===== src/rtl/core/cst_pkg.sv =====
// ---------------------------------------------------------------------------
// cst_pkg: shared codes and byte tables of the C subset tokenizer
// Token kinds, scanner mode codes, operator and keyword tables and byte class
// helpers used by the scanner, and the queue geometry of the queue and back part.
// ---------------------------------------------------------------------------
package cst_pkg;

	localparam logic [5:0] KD_EOF     = 6'd0;
	localparam logic [5:0] KD_IDENT   = 6'd1;
	localparam logic [5:0] KD_KEYWORD = 6'd2;
	localparam logic [5:0] KD_INT     = 6'd14;
	localparam logic [5:0] KD_FLOAT   = 6'd15;
	localparam logic [5:0] KD_CHAR    = 6'd16;
	localparam logic [5:0] KD_STRING  = 6'd17;
	localparam logic [5:0] KD_PAIR    = 6'd18;
	localparam logic [5:0] KD_SINGLE  = 6'd32;
	localparam logic [5:0] KD_DIAG    = 6'd53;

	localparam int MODE_W = 4;
	localparam logic [MODE_W-1:0] M_IDLE      = 4'd0;
	localparam logic [MODE_W-1:0] M_IDENT     = 4'd1;
	localparam logic [MODE_W-1:0] M_INT       = 4'd2;
	localparam logic [MODE_W-1:0] M_DOT       = 4'd3;
	localparam logic [MODE_W-1:0] M_FRAC      = 4'd4;
	localparam logic [MODE_W-1:0] M_EXP0      = 4'd5;
	localparam logic [MODE_W-1:0] M_EXP       = 4'd6;
	localparam logic [MODE_W-1:0] M_CH_OPEN   = 4'd7;
	localparam logic [MODE_W-1:0] M_CH_ESC    = 4'd8;
	localparam logic [MODE_W-1:0] M_CH_CLOSE  = 4'd9;
	localparam logic [MODE_W-1:0] M_STR       = 4'd10;
	localparam logic [MODE_W-1:0] M_STR_ESC   = 4'd11;
	localparam logic [MODE_W-1:0] M_OP        = 4'd12;
	localparam logic [MODE_W-1:0] M_LINE      = 4'd13;
	localparam logic [MODE_W-1:0] M_BLK       = 4'd14;
	localparam logic [MODE_W-1:0] M_BLK_STAR  = 4'd15;

	localparam int KW_CHARS = 8;
	localparam int KW_W     = 8 * KW_CHARS;
	localparam int KW_NUM   = 12;

	// Words per queue entry and queue geometry.
	localparam int MAX_TOK = 3;
	localparam int NTOK_W  = 2;
	localparam int QDEPTH  = 4;
	localparam int QPTR_W  = 2;
	localparam int QCNT_W  = 3;

	localparam logic [7:0] SINGLE_OPS [21] = '{"+", "-", "*", "/", "%", "=", "<", ">",
		"!", "&", "|", "^", "~", "(", ")", "{", "}", "[", "]", ",", ";"};
	localparam logic [15:0] PAIR_OPS [14] = '{"++", "--", "+=", "-=", "*=", "/=", "==",
		"!=", "<=", ">=", "<<", ">>", "&&", "||"};
	localparam logic [KW_W-1:0] KEYWORDS [KW_NUM] = '{"int", "float", "char", "void",
		"if", "else", "while", "for", "do", "return", "break", "continue"};

	function automatic logic is_alpha(input logic [7:0] b);
		return (b >= "a" && b <= "z") || (b >= "A" && b <= "Z") || b == "_";
	endfunction

	function automatic logic is_digit(input logic [7:0] b);
		return b >= "0" && b <= "9";
	endfunction

	function automatic logic is_blank(input logic [7:0] b);
		return b == " " || b == 8'h09 || b == 8'h0A || b == 8'h0D;
	endfunction

	// Kind of a one-byte operator, or the diagnostic kind when none matches.
	function automatic logic [5:0] single_code(input logic [7:0] b);
		logic [5:0] k;
		k = KD_DIAG;
		for (int i = 20; i >= 0; i--) begin
			if (SINGLE_OPS[i] == b) k = KD_SINGLE + 6'(i);
		end
		return k;
	endfunction

	function automatic logic pair_first(input logic [7:0] b);
		logic f;
		f = 1'b0;
		for (int i = 0; i < 14; i++) begin
			if (PAIR_OPS[i][15:8] == b) f = 1'b1;
		end
		return f;
	endfunction

	function automatic logic pair_hit(input logic [7:0] a, input logic [7:0] b);
		logic f;
		f = 1'b0;
		for (int i = 0; i < 14; i++) begin
			if (PAIR_OPS[i] == {a, b}) f = 1'b1;
		end
		return f;
	endfunction

	function automatic logic [5:0] pair_code(input logic [7:0] a, input logic [7:0] b);
		logic [5:0] k;
		k = KD_PAIR;
		for (int i = 13; i >= 0; i--) begin
			if (PAIR_OPS[i] == {a, b}) k = KD_PAIR + 6'(i);
		end
		return k;
	endfunction

	function automatic logic [5:0] ident_code(input logic [KW_W-1:0] w, input logic short_ok);
		logic [5:0] k;
		k = KD_IDENT;
		for (int i = KW_NUM - 1; i >= 0; i--) begin
			if (short_ok && KEYWORDS[i] == w) k = KD_KEYWORD + 6'(i);
		end
		return k;
	endfunction

endpackage


===== src/rtl/core/cst_front.sv =====
// ---------------------------------------------------------------------------
// cst_front: byte scanner of the C subset tokenizer
// Takes one source byte or end mark per cycle while the queue is not full,
// advances the scanner state and writes the up to three tokens that the byte closes into the queue.
// ---------------------------------------------------------------------------
module cst_front import cst_pkg::*; #(
	parameter int OW = 32,
	parameter int LW = 16,
	parameter int RW = 6 + OW + LW + 10,
	parameter int EW = NTOK_W + MAX_TOK * RW
) (
	input  logic          clk,
	input  logic          arst_n,
	input  logic          in_valid,
	output logic          in_ready,
	input  logic [7:0]    source_byte,
	input  logic          end_mark,
	input  logic          q_full,
	output logic          push,
	output logic [EW-1:0] push_data
);

	typedef struct packed {
		logic [5:0]    kind;
		logic [OW-1:0] start;
		logic [LW-1:0] len;
		logic [7:0]    val;
		logic          bad;
		logic          unt;
	} tok_t;

	logic [MODE_W-1:0] mode_q, mode_n;
	logic [7:0]        pend_q, pend_n;
	logic [OW-1:0]     tstart_q, tstart_n;
	logic [LW-1:0]     cnt_q, cnt_n;
	logic [KW_W-1:0]   kw_q, kw_n;
	logic [7:0]        lval_q, lval_n;
	logic              lflag_q, lflag_n;
	logic [OW-1:0]     boff_q, boff_n;

	tok_t        em [MAX_TOK];
	logic [1:0]  n;
	logic [7:0]  b;
	logic [LW-1:0] cnt1, cnt2;
	tok_t        id_tok;
	logic        do_start;

	logic [MODE_W-1:0] sb_mode;
	logic sb_open, sb_id, sb_lit, sb_op, sb_emit;
	tok_t sb_tok;
	logic [5:0] sc;

	function automatic tok_t mk(input logic [5:0] k, input logic [OW-1:0] s,
			input logic [LW-1:0] l, input logic [7:0] v, input logic bd, input logic u);
		tok_t t;
		t.kind = k; t.start = s; t.len = l; t.val = v; t.bad = bd; t.unt = u;
		return t;
	endfunction

	function automatic logic [LW-1:0] sat_add(input logic [LW-1:0] c, input logic [1:0] k);
		logic [LW:0] s;
		s = {1'b0, c} + (LW+1)'(k);
		return s[LW] ? {LW{1'b1}} : s[LW-1:0];
	endfunction

	assign in_ready = !q_full;
	assign b = source_byte;

	// Decode of a byte scanned between tokens.
	always_comb begin
		sb_mode = M_IDLE; sb_open = 1'b0; sb_id = 1'b0; sb_lit = 1'b0;
		sb_op = 1'b0; sb_emit = 1'b0;
		sc = single_code(b);
		sb_tok = mk(sc, boff_q, LW'(1), (sc == KD_DIAG) ? b : 8'd0, 1'b0, 1'b0);
		if (is_blank(b)) begin
			sb_mode = M_IDLE;
		end else if (is_alpha(b)) begin
			sb_mode = M_IDENT; sb_open = 1'b1; sb_id = 1'b1;
		end else if (is_digit(b)) begin
			sb_mode = M_INT; sb_open = 1'b1;
		end else if (b == "'") begin
			sb_mode = M_CH_OPEN; sb_open = 1'b1; sb_lit = 1'b1;
		end else if (b == "\"") begin
			sb_mode = M_STR; sb_open = 1'b1; sb_lit = 1'b1;
		end else if (pair_first(b)) begin
			sb_mode = M_OP; sb_open = 1'b1; sb_op = 1'b1;
		end else begin
			sb_emit = 1'b1;
		end
	end

	always_comb begin
		mode_n = mode_q; pend_n = pend_q; tstart_n = tstart_q; cnt_n = cnt_q;
		kw_n = kw_q; lval_n = lval_q; lflag_n = lflag_q; boff_n = boff_q;
		for (int i = 0; i < MAX_TOK; i++) em[i] = '0;
		n = 2'd0;
		do_start = 1'b0;
		cnt1 = sat_add(cnt_q, 2'd1);
		cnt2 = sat_add(cnt_q, 2'd2);
		id_tok = mk(ident_code(kw_q, cnt_q <= LW'(KW_CHARS)), tstart_q, cnt_q,
			8'd0, 1'b0, 1'b0);
		if (end_mark) begin
			unique case (mode_q)
				M_IDENT: begin em[n] = id_tok; n = n + 2'd1; end
				M_INT: begin
					em[n] = mk(KD_INT, tstart_q, cnt_q, 8'd0, 1'b0, 1'b0); n = n + 2'd1;
				end
				M_DOT: begin
					em[n] = mk(KD_INT, tstart_q, cnt_q, 8'd0, 1'b0, 1'b0); n = n + 2'd1;
					em[n] = mk(KD_DIAG, boff_q - OW'(1), LW'(1), ".", 1'b0, 1'b0);
					n = n + 2'd1;
				end
				M_FRAC, M_EXP0, M_EXP: begin
					em[n] = mk(KD_FLOAT, tstart_q, cnt_q, 8'd0, 1'b0, 1'b0); n = n + 2'd1;
				end
				M_CH_OPEN, M_CH_ESC, M_CH_CLOSE: begin
					em[n] = mk(KD_CHAR, tstart_q, cnt_q, lval_q, lflag_q, 1'b1);
					n = n + 2'd1;
				end
				M_STR, M_STR_ESC: begin
					em[n] = mk(KD_STRING, tstart_q, cnt_q, 8'd0, lflag_q, 1'b1);
					n = n + 2'd1;
				end
				M_OP: begin
					em[n] = mk(single_code(pend_q), tstart_q, LW'(1), 8'd0, 1'b0, 1'b0);
					n = n + 2'd1;
				end
				M_BLK, M_BLK_STAR: begin
					em[n] = mk(KD_DIAG, tstart_q, cnt_q, 8'd0, 1'b0, 1'b1); n = n + 2'd1;
				end
				default: begin
				end
			endcase
			em[n] = mk(KD_EOF, boff_q, '0, 8'd0, 1'b0, 1'b0);
			n = n + 2'd1;
			mode_n = M_IDLE;
			boff_n = '0;
		end else begin
			boff_n = boff_q + OW'(1);
			unique case (mode_q)
				M_IDENT: begin
					if (is_alpha(b) || is_digit(b)) begin
						kw_n = {kw_q[KW_W-9:0], b}; cnt_n = cnt1;
					end else begin
						em[n] = id_tok; n = n + 2'd1; do_start = 1'b1;
					end
				end
				M_INT: begin
					if (is_digit(b)) cnt_n = cnt1;
					else if (b == ".") mode_n = M_DOT;
					else if (b == "e" || b == "E") begin
						cnt_n = cnt1; mode_n = M_EXP0;
					end else begin
						em[n] = mk(KD_INT, tstart_q, cnt_q, 8'd0, 1'b0, 1'b0);
						n = n + 2'd1; do_start = 1'b1;
					end
				end
				M_DOT: begin
					if (is_digit(b)) begin
						cnt_n = cnt2; mode_n = M_FRAC;
					end else begin
						em[n] = mk(KD_INT, tstart_q, cnt_q, 8'd0, 1'b0, 1'b0); n = n + 2'd1;
						em[n] = mk(KD_DIAG, boff_q - OW'(1), LW'(1), ".", 1'b0, 1'b0);
						n = n + 2'd1; do_start = 1'b1;
					end
				end
				M_FRAC: begin
					if (is_digit(b)) cnt_n = cnt1;
					else if (b == "e" || b == "E") begin
						cnt_n = cnt1; mode_n = M_EXP0;
					end else begin
						em[n] = mk(KD_FLOAT, tstart_q, cnt_q, 8'd0, 1'b0, 1'b0);
						n = n + 2'd1; do_start = 1'b1;
					end
				end
				M_EXP0, M_EXP: begin
					if (is_digit(b) || (mode_q == M_EXP0 && (b == "+" || b == "-"))) begin
						cnt_n = cnt1; mode_n = M_EXP;
					end else begin
						em[n] = mk(KD_FLOAT, tstart_q, cnt_q, 8'd0, 1'b0, 1'b0);
						n = n + 2'd1; do_start = 1'b1;
					end
				end
				M_CH_OPEN: begin
					cnt_n = cnt1;
					if (b == "\\") mode_n = M_CH_ESC;
					else if (b == "'") begin
						em[n] = mk(KD_CHAR, tstart_q, cnt1, lval_q, lflag_q, 1'b0);
						n = n + 2'd1; mode_n = M_IDLE;
					end else begin
						lval_n = b; mode_n = M_CH_CLOSE;
					end
				end
				M_CH_ESC: begin
					cnt_n = cnt1;
					mode_n = M_CH_CLOSE;
					if (b == "n") lval_n = 8'd10;
					else if (b == "t") lval_n = 8'd9;
					else if (b == "r") lval_n = 8'd13;
					else if (b == "0") lval_n = 8'd0;
					else if (b == "\\" || b == "'") lval_n = b;
					else begin
						lval_n = b; lflag_n = 1'b1;
					end
				end
				M_CH_CLOSE: begin
					if (b == "'") begin
						cnt_n = cnt1;
						em[n] = mk(KD_CHAR, tstart_q, cnt1, lval_q, lflag_q, 1'b0);
						n = n + 2'd1; mode_n = M_IDLE;
					end else begin
						em[n] = mk(KD_CHAR, tstart_q, cnt_q, lval_q, lflag_q, 1'b1);
						n = n + 2'd1; do_start = 1'b1;
					end
				end
				M_STR: begin
					cnt_n = cnt1;
					if (b == "\"") begin
						em[n] = mk(KD_STRING, tstart_q, cnt1, 8'd0, lflag_q, 1'b0);
						n = n + 2'd1; mode_n = M_IDLE;
					end else if (b == "\\") mode_n = M_STR_ESC;
				end
				M_STR_ESC: begin
					cnt_n = cnt1;
					mode_n = M_STR;
					if (!(b == "n" || b == "t" || b == "r" || b == "0" || b == "\\"
						|| b == "\"")) lflag_n = 1'b1;
				end
				M_OP: begin
					if (pend_q == "/" && b == "/") mode_n = M_LINE;
					else if (pend_q == "/" && b == "*") begin
						cnt_n = cnt1; mode_n = M_BLK;
					end else if (pair_hit(pend_q, b)) begin
						em[n] = mk(pair_code(pend_q, b), tstart_q, LW'(2), 8'd0, 1'b0, 1'b0);
						n = n + 2'd1; mode_n = M_IDLE;
					end else begin
						em[n] = mk(single_code(pend_q), tstart_q, LW'(1), 8'd0, 1'b0, 1'b0);
						n = n + 2'd1; do_start = 1'b1;
					end
				end
				M_LINE: begin
					if (b == 8'h0A) mode_n = M_IDLE;
				end
				M_BLK, M_BLK_STAR: begin
					cnt_n = cnt1;
					if (mode_q == M_BLK_STAR && b == "/") mode_n = M_IDLE;
					else mode_n = (b == "*") ? M_BLK_STAR : M_BLK;
				end
				default: do_start = 1'b1;
			endcase
			if (do_start) begin
				mode_n = sb_mode;
				if (sb_open) begin
					tstart_n = boff_q; cnt_n = LW'(1);
				end
				if (sb_id) kw_n = KW_W'(b);
				if (sb_lit) begin
					lval_n = 8'd0; lflag_n = 1'b0;
				end
				if (sb_op) pend_n = b;
				if (sb_emit) begin
					em[n] = sb_tok; n = n + 2'd1;
				end
			end
		end
	end

	assign push      = in_valid && in_ready && (n != 2'd0);
	assign push_data = {n, em[2], em[1], em[0]};

	always_ff @(posedge clk or negedge arst_n) begin
		if (!arst_n) begin
			mode_q <= M_IDLE; pend_q <= '0; tstart_q <= '0; cnt_q <= '0;
			kw_q <= '0; lval_q <= '0; lflag_q <= 1'b0; boff_q <= '0;
		end else if (in_valid && in_ready) begin
			mode_q <= mode_n; pend_q <= pend_n; tstart_q <= tstart_n; cnt_q <= cnt_n;
			kw_q <= kw_n; lval_q <= lval_n; lflag_q <= lflag_n; boff_q <= boff_n;
		end
	end

endmodule


===== src/rtl/core/cst_queue.sv =====
// ---------------------------------------------------------------------------
// cst_queue: token group queue of the C subset tokenizer
// Short register queue that holds the token groups of scanned bytes between
// the scanner and the word sequencer.
// ---------------------------------------------------------------------------
module cst_queue import cst_pkg::*; #(
	parameter int EW = 2
) (
	input  logic          clk,
	input  logic          arst_n,
	input  logic          push,
	input  logic [EW-1:0] push_data,
	input  logic          pop,
	output logic          full,
	output logic          empty,
	output logic [EW-1:0] head
);

	logic [EW-1:0]     mem_q [QDEPTH];
	logic [QPTR_W-1:0] wr_q, rd_q;
	logic [QCNT_W-1:0] count_q;

	assign full  = (count_q == QCNT_W'(QDEPTH));
	assign empty = (count_q == '0);
	assign head  = mem_q[rd_q];

	always_ff @(posedge clk) begin
		if (push) mem_q[wr_q] <= push_data;
	end

	always_ff @(posedge clk or negedge arst_n) begin
		if (!arst_n) begin
			wr_q <= '0; rd_q <= '0; count_q <= '0;
		end else begin
			if (push) wr_q <= wr_q + QPTR_W'(1);
			if (pop) rd_q <= rd_q + QPTR_W'(1);
			count_q <= count_q + QCNT_W'(push) - QCNT_W'(pop);
		end
	end

	a_no_overflow: assert property (@(posedge clk) disable iff (!arst_n)
		!(push && full)) else $error("queue written while full");
	a_no_underflow: assert property (@(posedge clk) disable iff (!arst_n)
		!(pop && empty)) else $error("queue read while empty");
	a_count_step: assert property (@(posedge clk) disable iff (!arst_n)
		(push && !pop) |=> count_q == $past(count_q) + QCNT_W'(1))
		else $error("queue fill count lost a write");

endmodule


===== src/rtl/core/cst_back.sv =====
// ---------------------------------------------------------------------------
// cst_back: word sequencer of the C subset tokenizer
// Presents the tokens of the queue head one word at a time and releases the
// group after its last word is taken.
// ---------------------------------------------------------------------------
module cst_back import cst_pkg::*; #(
	parameter int OW = 32,
	parameter int LW = 16,
	parameter int RW = 6 + OW + LW + 10,
	parameter int EW = NTOK_W + MAX_TOK * RW
) (
	input  logic          clk,
	input  logic          arst_n,
	input  logic          empty,
	input  logic [EW-1:0] head,
	output logic          pop,
	output logic          out_valid,
	input  logic          out_ready,
	output logic [5:0]    token_kind,
	output logic [OW-1:0] start_offset,
	output logic [LW-1:0] token_length,
	output logic [7:0]    char_value,
	output logic          bad_escape,
	output logic          unterminated,
	output logic          last_result
);

	typedef struct packed {
		logic [5:0]    kind;
		logic [OW-1:0] start;
		logic [LW-1:0] len;
		logic [7:0]    val;
		logic          bad;
		logic          unt;
	} tok_t;

	logic [NTOK_W-1:0] idx_q, ntok;
	tok_t              tok;
	logic              last;

	assign ntok = head[EW-1 -: NTOK_W];
	assign tok  = head[idx_q*RW +: RW];
	assign last = (idx_q == ntok - NTOK_W'(1));

	assign out_valid    = !empty;
	assign pop          = out_valid && out_ready && last;
	assign token_kind   = tok.kind;
	assign start_offset = tok.start;
	assign token_length = tok.len;
	assign char_value   = tok.val;
	assign bad_escape   = tok.bad;
	assign unterminated = tok.unt;
	assign last_result  = last;

	always_ff @(posedge clk or negedge arst_n) begin
		if (!arst_n) begin
			idx_q <= '0;
		end else if (out_valid && out_ready) begin
			idx_q <= last ? '0 : idx_q + NTOK_W'(1);
		end
	end

endmodule


===== src/rtl/core/c_subset_tokenizer_unit.sv =====
// ---------------------------------------------------------------------------
// c_subset_tokenizer_unit: C subset tokenizer, one source byte per cycle
// A byte's tokens are registered in the queue before they reach the output.
// Throughput: one byte per cycle while the queue is not full; words leave one
// at a time on out_ready, so the two or three tokens of one byte leave in turn.
// Reset: arst_n clears the scanner mode, the byte offset and the queue.
// ---------------------------------------------------------------------------
module c_subset_tokenizer_unit import cst_pkg::*; #(
	parameter int OFFSET_WIDTH = 32,
	parameter int LENGTH_WIDTH = 16
) (
	input  logic                    clk,
	input  logic                    arst_n,
	input  logic                    in_valid,
	output logic                    in_ready,
	input  logic [7:0]              source_byte,
	input  logic                    end_mark,
	output logic                    out_valid,
	input  logic                    out_ready,
	output logic [5:0]              token_kind,
	output logic [OFFSET_WIDTH-1:0] start_offset,
	output logic [LENGTH_WIDTH-1:0] token_length,
	output logic [7:0]              char_value,
	output logic                    bad_escape,
	output logic                    unterminated,
	output logic                    last_result
);

	// One token word: kind, offset, length, value and two flags.
	localparam int RW = 6 + OFFSET_WIDTH + LENGTH_WIDTH + 10;
	// One queue entry holds all tokens that a single input word produces.
	localparam int EW = NTOK_W + MAX_TOK * RW;

	logic          push, pop, q_full, q_empty;
	logic [EW-1:0] push_data, head;

	// The scanner handles each byte combinationally and drops a group of
	// up to three tokens into the queue; it stalls only when the queue fills.
	cst_front #(.OW(OFFSET_WIDTH), .LW(LENGTH_WIDTH), .RW(RW), .EW(EW)) u_front (
		.clk, .arst_n, .in_valid, .in_ready, .source_byte, .end_mark,
		.q_full, .push, .push_data
	);

	// The queue parts the two sides, so input words keep flowing while a
	// finished token still waits at the output.
	cst_queue #(.EW(EW)) u_queue (
		.clk, .arst_n, .push, .push_data, .pop,
		.full(q_full), .empty(q_empty), .head
	);

	// The sequencer hands out the tokens of the head group in order and
	// flags the last one of the group.
	cst_back #(.OW(OFFSET_WIDTH), .LW(LENGTH_WIDTH), .RW(RW), .EW(EW)) u_back (
		.clk, .arst_n, .empty(q_empty), .head, .pop,
		.out_valid, .out_ready, .token_kind, .start_offset, .token_length,
		.char_value, .bad_escape, .unterminated, .last_result
	);

endmodule

===== config.mk =====
export PLATFORM = sky130hd
export DESIGN_NAME = c_subset_tokenizer_unit
export DESIGN_NICKNAME = d
export VERILOG_FILES = /design/src/rtl/core/cst_pkg.sv /design/src/rtl/core/cst_front.sv /design/src/rtl/core/cst_queue.sv /design/src/rtl/core/cst_back.sv /design/src/rtl/core/c_subset_tokenizer_unit.sv
export SDC_FILE = /design/constraint.sdc
export NUM_CORES = 1
export LEC_CHECK = 0
export BUFFER_PORTS_ARGS = -buffer_cell sky130_fd_sc_hd__buf_2
export CORE_UTILIZATION = 25
export DETAILED_ROUTE_END_ITERATION = 12
export PLACE_DENSITY = 0.36
export SETUP_SLACK_MARGIN = 0.1
export SYNTH_ARGS = -nofsm -noshare
export SYNTH_HDL_FRONTEND = slang
export SYNTH_SLANG_ARGS = --single-unit

===== constraint.sdc =====
create_clock -name clk -period 6.75 [get_ports clk]
set_input_delay 0.3375 -clock clk [delete_from_list [all_inputs] [get_ports clk]]
set_output_delay 0.3375 -clock clk [all_outputs]
set_load 0.01 [all_outputs]

---- Word-level counts from Yosys, hierarchy flattened ----
Memory sizes are Yosys's and may differ from the RTL's.
Index checks and enable logic that the tools add are counted.
operators by class
  add/sub/neg operators ................... 12
  order comparisons ....................... 11
  eq/ne operators ......................... 114
  shift operators ......................... 1
  muxes and demuxes ....................... 257
  bitwise operators ....................... 3
  reduce and logical (&&, ||, !) cells .... 58
operators by type and width
  cell                                                  count
  2-to-1 mux 64 bit                                     19
  2-to-1 mux 192 bit                                    3
  case mux 64 bit (9 select lines)                      1
  case mux 64 bit (7 select lines)                      1
  bitwise mux 192 bit                                   2
  demux 64 bit (select 2 bit)                           2
  2-to-1 mux 62 bit                                     4
  equality test 6 x 8 -> 1 bit, first input constant    28
  2-to-1 mux 16 bit                                     14
  equality test 14 x 16 -> 1 bit, first input constant  13
  2-to-1 mux 6 bit                                      34
  2-to-1 mux 4 bit                                      50
  variable part select 194 x 9 -> 64 bit                1
  equality test 31 x 64 -> 1 bit, first input constant  3
  equality test 39 x 64 -> 1 bit, first input constant  3
  equality test 15 x 64 -> 1 bit, first input constant  2
  equality test 23 x 64 -> 1 bit, first input constant  2
  case mux 16 bit (8 select lines)                      1
  2-to-1 mux 126 bit                                    1
  2-to-1 mux 63 bit                                     2
  equality test 7 x 8 -> 1 bit, first input constant    14
  2-to-1 mux 1 bit                                      89
  equality test 8 x 6 -> 1 bit, second input constant   10
  2-to-1 mux 8 bit                                      9
  other kinds (58)                                      148
storage, ports and cells
  bits in registers ....................... 174
  RAM bits ................................ 776
  output and inout bits ................... 67
  memories kept ........................... 1
memories
  memory         words  bits a word  read ports  clocked after Yosys merged registers in  wr ports  RTL line         source
  u_queue.mem_q  4      194          1           0                                        1         cst_queue.sv:19  logic [EW-1:0] mem_q [QDEPTH];

---- Longest topological paths before layout ----
  word-level depth ........................ 31
  depth in mapped cells ................... 15
  depth with buffers taken out ............ 12

---- Cells and area by module ----
A second synthesis with hierarchy kept.
unflattened totals
  cell total of the unflattened synthesis .. 3245
  area total of the unflattened synthesis .. 45014.4 um^2
modules (own cells, without submodules)
  module     instances  cells an instance  area each (um^2)  sequential area each (um^2)
  cst_queue  1          1048               28471.1           23477.5
  cst_front  1          1970               15067.0           4129.0
  cst_back   1          227                1476.4            50.0

---- Worst setup path before layout ----
No wires, ideal clock.
  kind .................................... input-to-reg
  from .................................... input source_byte[1]
  to ...................................... memory u_queue.mem_q[0][0] (netlist bit) (enable)
  setup time .............................. 0.537 ns
  arrival time ............................ 6.438 ns
  required time ........................... 6.213 ns
  path slack .............................. -0.225 ns
  stages .................................. 10
  path buffers ............................ 1
  path through ............................ buf_6 > or2_4 > or3_1 > or4_4 > and4_4 > a211o_4 > and3_1 > o31ai_2 > o21a_2 > and2_1
between the ends
  cells in the longest elaborated chain, start to end .. 30
  elaborated cells between the ends (all ways) .. 134
  those cells by class .................... 1 x add/sub; 6 x order compare; 39 x eq/ne; 71 x mux; 17 x reduce/logical
RTL lines
  element                                     RTL line                       source
  start: declaration                          c_subset_tokenizer_unit.sv:16  input logic [7:0] source_byte,
  equality test 14 x 16 -> 1 bit              cst_pkg.sv:90                  if (PAIR_OPS[i] == {a, b}) f = 1'b1;
  2-to-1 mux 1 bit (14 in series)             cst_pkg.sv:90
  2-to-1 mux 1 bit                            cst_front.sv:231               else if (pend_q == "/" && b == "*") begin
  2-to-1 mux 1 bit                            cst_front.sv:230               if (pend_q == "/" && b == "/") mode_n = M_LINE;
  2-to-1 mux 1 bit                            cst_front.sv:140               unique case (mode_q)
  2-to-1 mux 1 bit                            cst_front.sv:102               if (end_mark) begin
  2-to-1 mux 1 bit                            cst_front.sv:233               end else if (pair_hit(pend_q, b)) begin
  2-to-1 mux 1 bit                            cst_front.sv:231
  [3 not listed]                              n/a
  2-to-1 mux 2 bit (*)                        cst_front.sv:251               if (do_start) begin
  2-to-1 mux 2 bit (*)                        cst_front.sv:102
  named net push_data[192]                    c_subset_tokenizer_unit.sv:35  logic [EW-1:0] push_data, head;
  nonzero test 2 bit (*)                      cst_front.sv:268               assign push = in_valid && in_ready && (n != 2'd0);
  logical AND 1 bit (*)                       cst_front.sv:268
  named net push                              c_subset_tokenizer_unit.sv:34  logic push, pop, q_full, q_empty;
  2-to-1 mux 1 bit (*)                        cst_queue.sv:28                if (push) mem_q[wr_q] <= push_data;
  2-to-1 mux 1 bit (not written as such) (*)  cst_queue.sv:28
  end: declaration                            cst_queue.sv:19
The timed path passes the listed nets; every way through them passes the cells marked *. The select of a mux whose other input is x is not followed.

---- Worst setup path in the final report ----
  from .................................... register u_front.pend_q[4]
  to ...................................... memory u_queue.mem_q[0][159] (netlist bit), data pin
between the ends
  cells in the longest elaborated chain, start to end .. 26
  elaborated cells between the ends (all ways) .. 54
  those cells by class .................... 2 x order compare; 15 x eq/ne; 33 x mux; 1 x bitwise; 3 x reduce/logical
RTL lines
  element                          RTL line                       source
  start: declaration               cst_front.sv:33                logic [7:0] pend_q, pend_n;
  start signal: assignment         cst_front.sv:276               mode_q <= mode_n; pend_q <= pend_n; tstart_q <= tstart_n; cnt_q <= cnt_n;
  equality test 14 x 16 -> 1 bit   cst_pkg.sv:90
  2-to-1 mux 1 bit (14 in series)  cst_pkg.sv:90
  2-to-1 mux 1 bit                 cst_front.sv:231
  2-to-1 mux 1 bit                 cst_front.sv:230
  2-to-1 mux 1 bit                 cst_front.sv:140
  2-to-1 mux 1 bit                 cst_front.sv:102
  2-to-1 mux 1 bit                 cst_front.sv:233
  2-to-1 mux 1 bit                 cst_front.sv:231
  2-to-1 mux 1 bit                 cst_front.sv:230
  case mux 1 bit (8 select lines)  cst_front.sv:140
  2-to-1 mux 1 bit                 cst_front.sv:102
  2-to-1 mux 192 bit (*)           cst_front.sv:251
  2-to-1 mux 192 bit (*)           cst_front.sv:102
  named net push_data[159]         c_subset_tokenizer_unit.sv:35
Marked as above.

==> flow_results.xml <==
<?xml version="1.0" encoding="UTF-8"?>
<metrics>
  <group name="place">
    <metric name="numPortBuffers" unit="">79</metric>
    <metric name="finalWeightedCongestion" unit="">0.8811</metric>
    <metric name="dpl.hpwl" unit="µm">89040</metric>
    <metric name="dp.cells" unit="">4982</metric>
  </group>
  <group name="drt">
    <metric name="route.layer.met1.wl" unit="µm">63200</metric>
    <metric name="drt-vias-per-instance" unit="">5.128</metric>
    <metric name="met2_wirelength" unit="µm">61910</metric>
    <metric name="route.top_layer_used" unit="">met4</metric>
    <metric name="antenna_violating_nets_post_route" unit="">0</metric>
    <metric name="drt_first_pass_iters" unit="">11</metric>
    <metric name="drt-initial-drc-count" unit="">2201</metric>
    <metric name="totalWireLength" unit="µm">135200</metric>
    <metric name="detailroute.via_count" unit="">26510</metric>
    <metric name="drc" unit="">24</metric>
    <metric name="routed-wl-met3" unit="µm">7166</metric>
    <metric name="post_drt_wl_per_cell" unit="µm">26.15</metric>
  </group>
  <group name="synth">
    <metric name="mapped_avg_cell_area" unit="µm²">12.90</metric>
    <metric name="syn-instance-count" unit="">3012</metric>
    <metric name="yosysSeqAreaShare" unit="%">60.06</metric>
    <metric name="synth.cell_area" unit="µm²">38850</metric>
    <metric name="synth.top_cell.area_share" unit="%">48.85</metric>
    <metric name="syn-num-nets" unit="">3044</metric>
    <metric name="yosysWarnings" unit="">0</metric>
    <metric name="postSynthRegisterBits" unit="">806</metric>
    <metric name="synth_async_sr_flop_share" unit="%">21.59</metric>
    <metric name="post-synth-top-area-cell" unit="">sky130_fd_sc_hd__edfxtp_1</metric>
    <metric name="synth_ff_type" unit="">sky130_fd_sc_hd__edfxtp_1</metric>
    <metric name="synth_edf_count" unit="">632</metric>
    <metric name="netlist-cell-type-count" unit="">102</metric>
    <metric name="post_synth_main_area_contributors" unit="">sky130_fd_sc_hd__edfxtp_1 (49%), sky130_fd_sc_hd__dfrtp_1 (11%), sky130_fd_sc_hd__mux4_2 (9.2%)</metric>
  </group>
  <group name="critical_path">
    <metric name="critPathKind" unit="">reg2reg</metric>
    <metric name="crit_required" unit="ns">7.17</metric>
    <metric name="critical-path-top-cell-by-count" unit="">sky130_fd_sc_hd__nand2_1</metric>
    <metric name="cp_data_arrival_time" unit="ns">5.66</metric>
    <metric name="crit_path_top_delay_cell" unit="">sky130_fd_sc_hd__a21oi_4</metric>
    <metric name="cp-end-kind" unit="">register</metric>
    <metric name="cp_max_fo" unit="">19</metric>
    <metric name="cp_max_stage_delay" unit="ns">0.91</metric>
    <metric name="critPathLaunchType" unit="">register</metric>
    <metric name="timing.critical_path.cells" unit="">nor4b_1 -&gt; nand2_1 -&gt; nor4_1 -&gt; nor3_1 -&gt; a211o_4 -&gt; nand2_1 -&gt; nor2_1 -&gt; nand2_1 -&gt; inv_2 -&gt; a21oi_4 -&gt; buf_4 -&gt; nor2_1</metric>
  </group>
  <group name="clock_network">
    <metric name="root_buffer_cell" unit="">sky130_fd_sc_hd__clkbuf_16</metric>
    <metric name="cts_repair_resize_count" unit="">0</metric>
    <metric name="cts.hold.buffers_added" unit="">2</metric>
    <metric name="ctsHtreeMaxLevel" unit="">3</metric>
    <metric name="clock_tree_from_tritoncts" unit="">done</metric>
    <metric name="cts_buffer_depth" unit="">3</metric>
    <metric name="cts_setup_buffers" unit="">0</metric>
    <metric name="numCtsBuffers" unit="">97</metric>
    <metric name="clock_insertion_delay_worst_skew" unit="ns">0.71</metric>
    <metric name="clk_transition_reported_paths" unit="ns">0.06</metric>
    <metric name="numClockSinks" unit="">806</metric>
  </group>
  <group name="sta">
    <metric name="worst_pin_slew" unit="ns">1.350</metric>
    <metric name="maxClockFrequency" unit="MHz">190.8</metric>
    <metric name="timing.final.hold_violations" unit="">0</metric>
    <metric name="rsz0062_at_grt" unit="">no</metric>
    <metric name="fin_crit_sh" unit="%">77.66</metric>
    <metric name="timing.max_slew.rel_slack" unit="%">9.198</metric>
    <metric name="totalNegativeSetupSlack" unit="ns">0</metric>
    <metric name="skew" unit="ns">0.03658</metric>
    <metric name="finalWorstPathRequiredPeriod" unit="ns">5.242</metric>
    <metric name="timing.final.setup_violations" unit="">0</metric>
    <metric name="final-max-slew-violation-count" unit="">0</metric>
  </group>
  <group name="power_and_ir_drop">
    <metric name="p_total" unit="W">0.02058</metric>
    <metric name="power.density_cell_area" unit="nW/µm²">457.0</metric>
    <metric name="leakage" unit="nW">15.40</metric>
    <metric name="max-vdd-ir-drop" unit="mV">0.2552</metric>
  </group>
  <group name="floorplan">
    <metric name="die_y" unit="µm">396.2</metric>
    <metric name="initial_utilization" unit="%">25.19</metric>
    <metric name="core_region_area" unit="µm²">154200</metric>
    <metric name="chipWidth" unit="µm">396.2</metric>
    <metric name="die_area" unit="µm²">157000</metric>
    <metric name="fp-row-count" unit="">144</metric>
    <metric name="num_io_pins" unit="">80</metric>
  </group>
  <group name="cells_and_area">
    <metric name="combined_area_of_the_multi_input_logic_cells" unit="µm²">14440</metric>
    <metric name="layout-drive-gt1-share" unit="%">17.71</metric>
    <metric name="seqCellArea" unit="µm²">23340</metric>
    <metric name="instances_no_fill" unit="">5169</metric>
    <metric name="fillCellCount" unit="">15760</metric>
    <metric name="nNetsFinal" unit="">3071</metric>
    <metric name="final_core_util" unit="%">29.20</metric>
    <metric name="syn2layout_area_growth" unit="%">15.94</metric>
  </group>
  <group name="global_route">
    <metric name="grt_first_pass_wirelength" unit="µm">195600</metric>
    <metric name="grt.overflow.total" unit="">0</metric>
    <metric name="grt_antenna_before_repair" unit="">4</metric>
    <metric name="maximum_number_of_pins_on_one_net_before_global_route_repair" unit="">84</metric>
    <metric name="number_of_global_route_vias_before_repair" unit="">26900</metric>
    <metric name="grt.total_usage" unit="%">17.00</metric>
  </group>
  <group name="worst_hold_path">
    <metric name="hold_path.class" unit="">in2reg</metric>
  </group>
  <group name="run">
    <metric name="timing.max_cap.violations" unit="">0</metric>
  </group>
  <group name="status">
    <metric name="failing_checks" unit="">DRC</metric>
    <metric name="run_status" unit="">complete, but fails checks</metric>
  </group>
</metrics>
## cell type report
type / count / area share [%]
Antenna cell: 2 / 0.01111
Tap cell: 2044 / 5.678
Timing Repair Buffer: 153 / 2.536
Clock inverter: 62 / 1.547
Multi-Input combinational cell: 1921 / 32.05
Sequential cell: 806 / 51.83
Inverter: 60 / 0.5000
Clock buffer: 121 / 5.845
## flip-flops by register name, indices dropped and copies added (netlist names)
signal            count
u_back.idx_q          2
u_front.boff_q       32
u_front.cnt_q        16
u_front.kw_q         64
u_front.lflag_q       1
u_front.lval_q        8
u_front.mode_q        4
u_front.pend_q        8
u_front.tstart_q     32
u_queue.count_q       3
u_queue.mem_q       632
u_queue.rd_q          2
u_queue.wr_q          2
## final timing paths
kind / start / end / slack (ns) / cells past startpoint
max: u_front.pend_q[4] / u_queue.mem_q[0][159] / 1.51 / 12
min: source_byte[4] / u_front.pend_q[4] / 0.11 / 3
max reg2reg: u_front.pend_q[4] / u_queue.mem_q[0][159] / 1.51 / 12
min reg2reg: u_front.lval_q[3] / u_front.lval_q[3] / 0.49 / 2
max in group asynchronous: arst_n / u_queue.rd_q[1] / 5.08 / 3
min in group asynchronous: arst_n / u_front.kw_q[63] / 0.26 / 2
## cells in the mapped netlist, types with 20 or more instances
cell type and n:
sky130_fd_sc_hd__nand2_1 243, sky130_fd_sc_hd__mux2i_1 57, sky130_fd_sc_hd__a22o_1 72, sky130_fd_sc_hd__mux4_2 158
sky130_fd_sc_hd__nor2b_1 38, sky130_fd_sc_hd__and2_1 45, sky130_fd_sc_hd__nor4_1 35, sky130_fd_sc_hd__xnor2_1 21
sky130_fd_sc_hd__clkbuf_1 156, sky130_fd_sc_hd__a311oi_1 20, sky130_fd_sc_hd__or3_1 24, sky130_fd_sc_hd__mux2_2 44
sky130_fd_sc_hd__dfrtp_1 174, sky130_fd_sc_hd__nor3_1 57, sky130_fd_sc_hd__nor2_1 239, sky130_fd_sc_hd__nand2b_1 26
sky130_fd_sc_hd__buf_2 23, sky130_fd_sc_hd__edfxtp_1 632, sky130_fd_sc_hd__nand3_1 78, sky130_fd_sc_hd__o21ai_0 183
sky130_fd_sc_hd__o22ai_1 40, sky130_fd_sc_hd__a21oi_1 150, sky130_fd_sc_hd__nand4_1 31, sky130_fd_sc_hd__a22oi_1 24
sky130_fd_sc_hd__buf_1 38, sky130_fd_sc_hd__inv_1 57
## per-layer routing
| layer | up-vias | global-route usage (%) |
|---|---|---|
| met1 | 13870 | 24.08 |
| met5 | - | 0 |
| li1 | 11760 | - |
| met2 | 714 | 26.69 |
| met4 | 0 | 4.840 |
| met3 | 166 | 2.708 |
## metrics by stage
stage / hold WS [ns] / setup slack (ns) / area (µm²)
detailed placement: 0.4805 / 1.187 / 41690
floorplan: 0.04191 / 1.550 / 38850
global placement: 0.4792 / 1.225 / 41690
CTS: 0.05913 / 1.412 / 45040
finish: 0.1118 / 1.508 / 45040
global route: 0.1124 / 1.121 / 45040
## cells in the final DEF, fill, tap and decap left out, types with 14 or more instances in the layout
cell | Yosys | layout
sky130_fd_sc_hd__clkbuf_16 | 0 | 101
sky130_fd_sc_hd__nand2_1 | 243 | 243
sky130_fd_sc_hd__or4_1 | 15 | 15
sky130_fd_sc_hd__a31oi_1 | 19 | 19
sky130_fd_sc_hd__clkinv_2 | 0 | 15
sky130_fd_sc_hd__a21oi_1 | 150 | 149
sky130_fd_sc_hd__mux2_2 | 44 | 44
sky130_fd_sc_hd__buf_4 | 2 | 59
sky130_fd_sc_hd__mux4_2 | 158 | 158
sky130_fd_sc_hd__dfrtp_1 | 174 | 170
sky130_fd_sc_hd__nor2_1 | 239 | 236
sky130_fd_sc_hd__xnor2_1 | 21 | 21
sky130_fd_sc_hd__and2_1 | 45 | 41
sky130_fd_sc_hd__mux2i_1 | 57 | 57
sky130_fd_sc_hd__inv_1 | 57 | 56
sky130_fd_sc_hd__o22ai_1 | 40 | 40
sky130_fd_sc_hd__nor4_1 | 35 | 35
sky130_fd_sc_hd__nand3_1 | 78 | 77
sky130_fd_sc_hd__clkbuf_1 | 156 | 17
sky130_fd_sc_hd__clkinv_1 | 2 | 22
sky130_fd_sc_hd__a221o_1 | 14 | 14
sky130_fd_sc_hd__edfxtp_1 | 632 | 632
sky130_fd_sc_hd__buf_2 | 23 | 77
sky130_fd_sc_hd__a22o_1 | 72 | 72
sky130_fd_sc_hd__or3_1 | 24 | 24
sky130_fd_sc_hd__nor2b_1 | 38 | 37
sky130_fd_sc_hd__buf_12 | 0 | 14
sky130_fd_sc_hd__nand4_1 | 31 | 31
sky130_fd_sc_hd__a22oi_1 | 24 | 24
sky130_fd_sc_hd__ha_1 | 18 | 17
sky130_fd_sc_hd__xor2_1 | 14 | 14
sky130_fd_sc_hd__nand4b_1 | 16 | 16
sky130_fd_sc_hd__a311oi_1 | 20 | 20
sky130_fd_sc_hd__nor3_1 | 57 | 57
sky130_fd_sc_hd__o21ai_0 | 183 | 180
sky130_fd_sc_hd__o31ai_1 | 18 | 18
sky130_fd_sc_hd__nand2b_1 | 26 | 26
## where the power goes
group	leakage (nW)	total [W]	internal, W	switching [W]
clock	1.62	0.00544	0.00327	0.00217
combinational	5.51	0.00784	0.00266	0.00518
sequential	8.27	0.00731	0.00669	0.000622
## cell families after synthesis
family | Yosys count | synth area share (%)
xor+xnor | 35 | 0.7891
mux | 262 | 12.00
buf+inv | 285 | 2.931
simple gates | 934 | 12.16
flops | 806 | 60.06
fa+ha+maj | 19 | 0.6313
compound gates | 671 | 11.43
## worst max-delay path: cells and delay by family (launching register included)
family / cells / cell delay (ns)
simple gates: 8 / 2.36
buf+inv: 2 / 0.57
compound gates: 2 / 1.38
flops: 1 / 0.59
No activity file was read; power rests on OpenSTA's default activity.
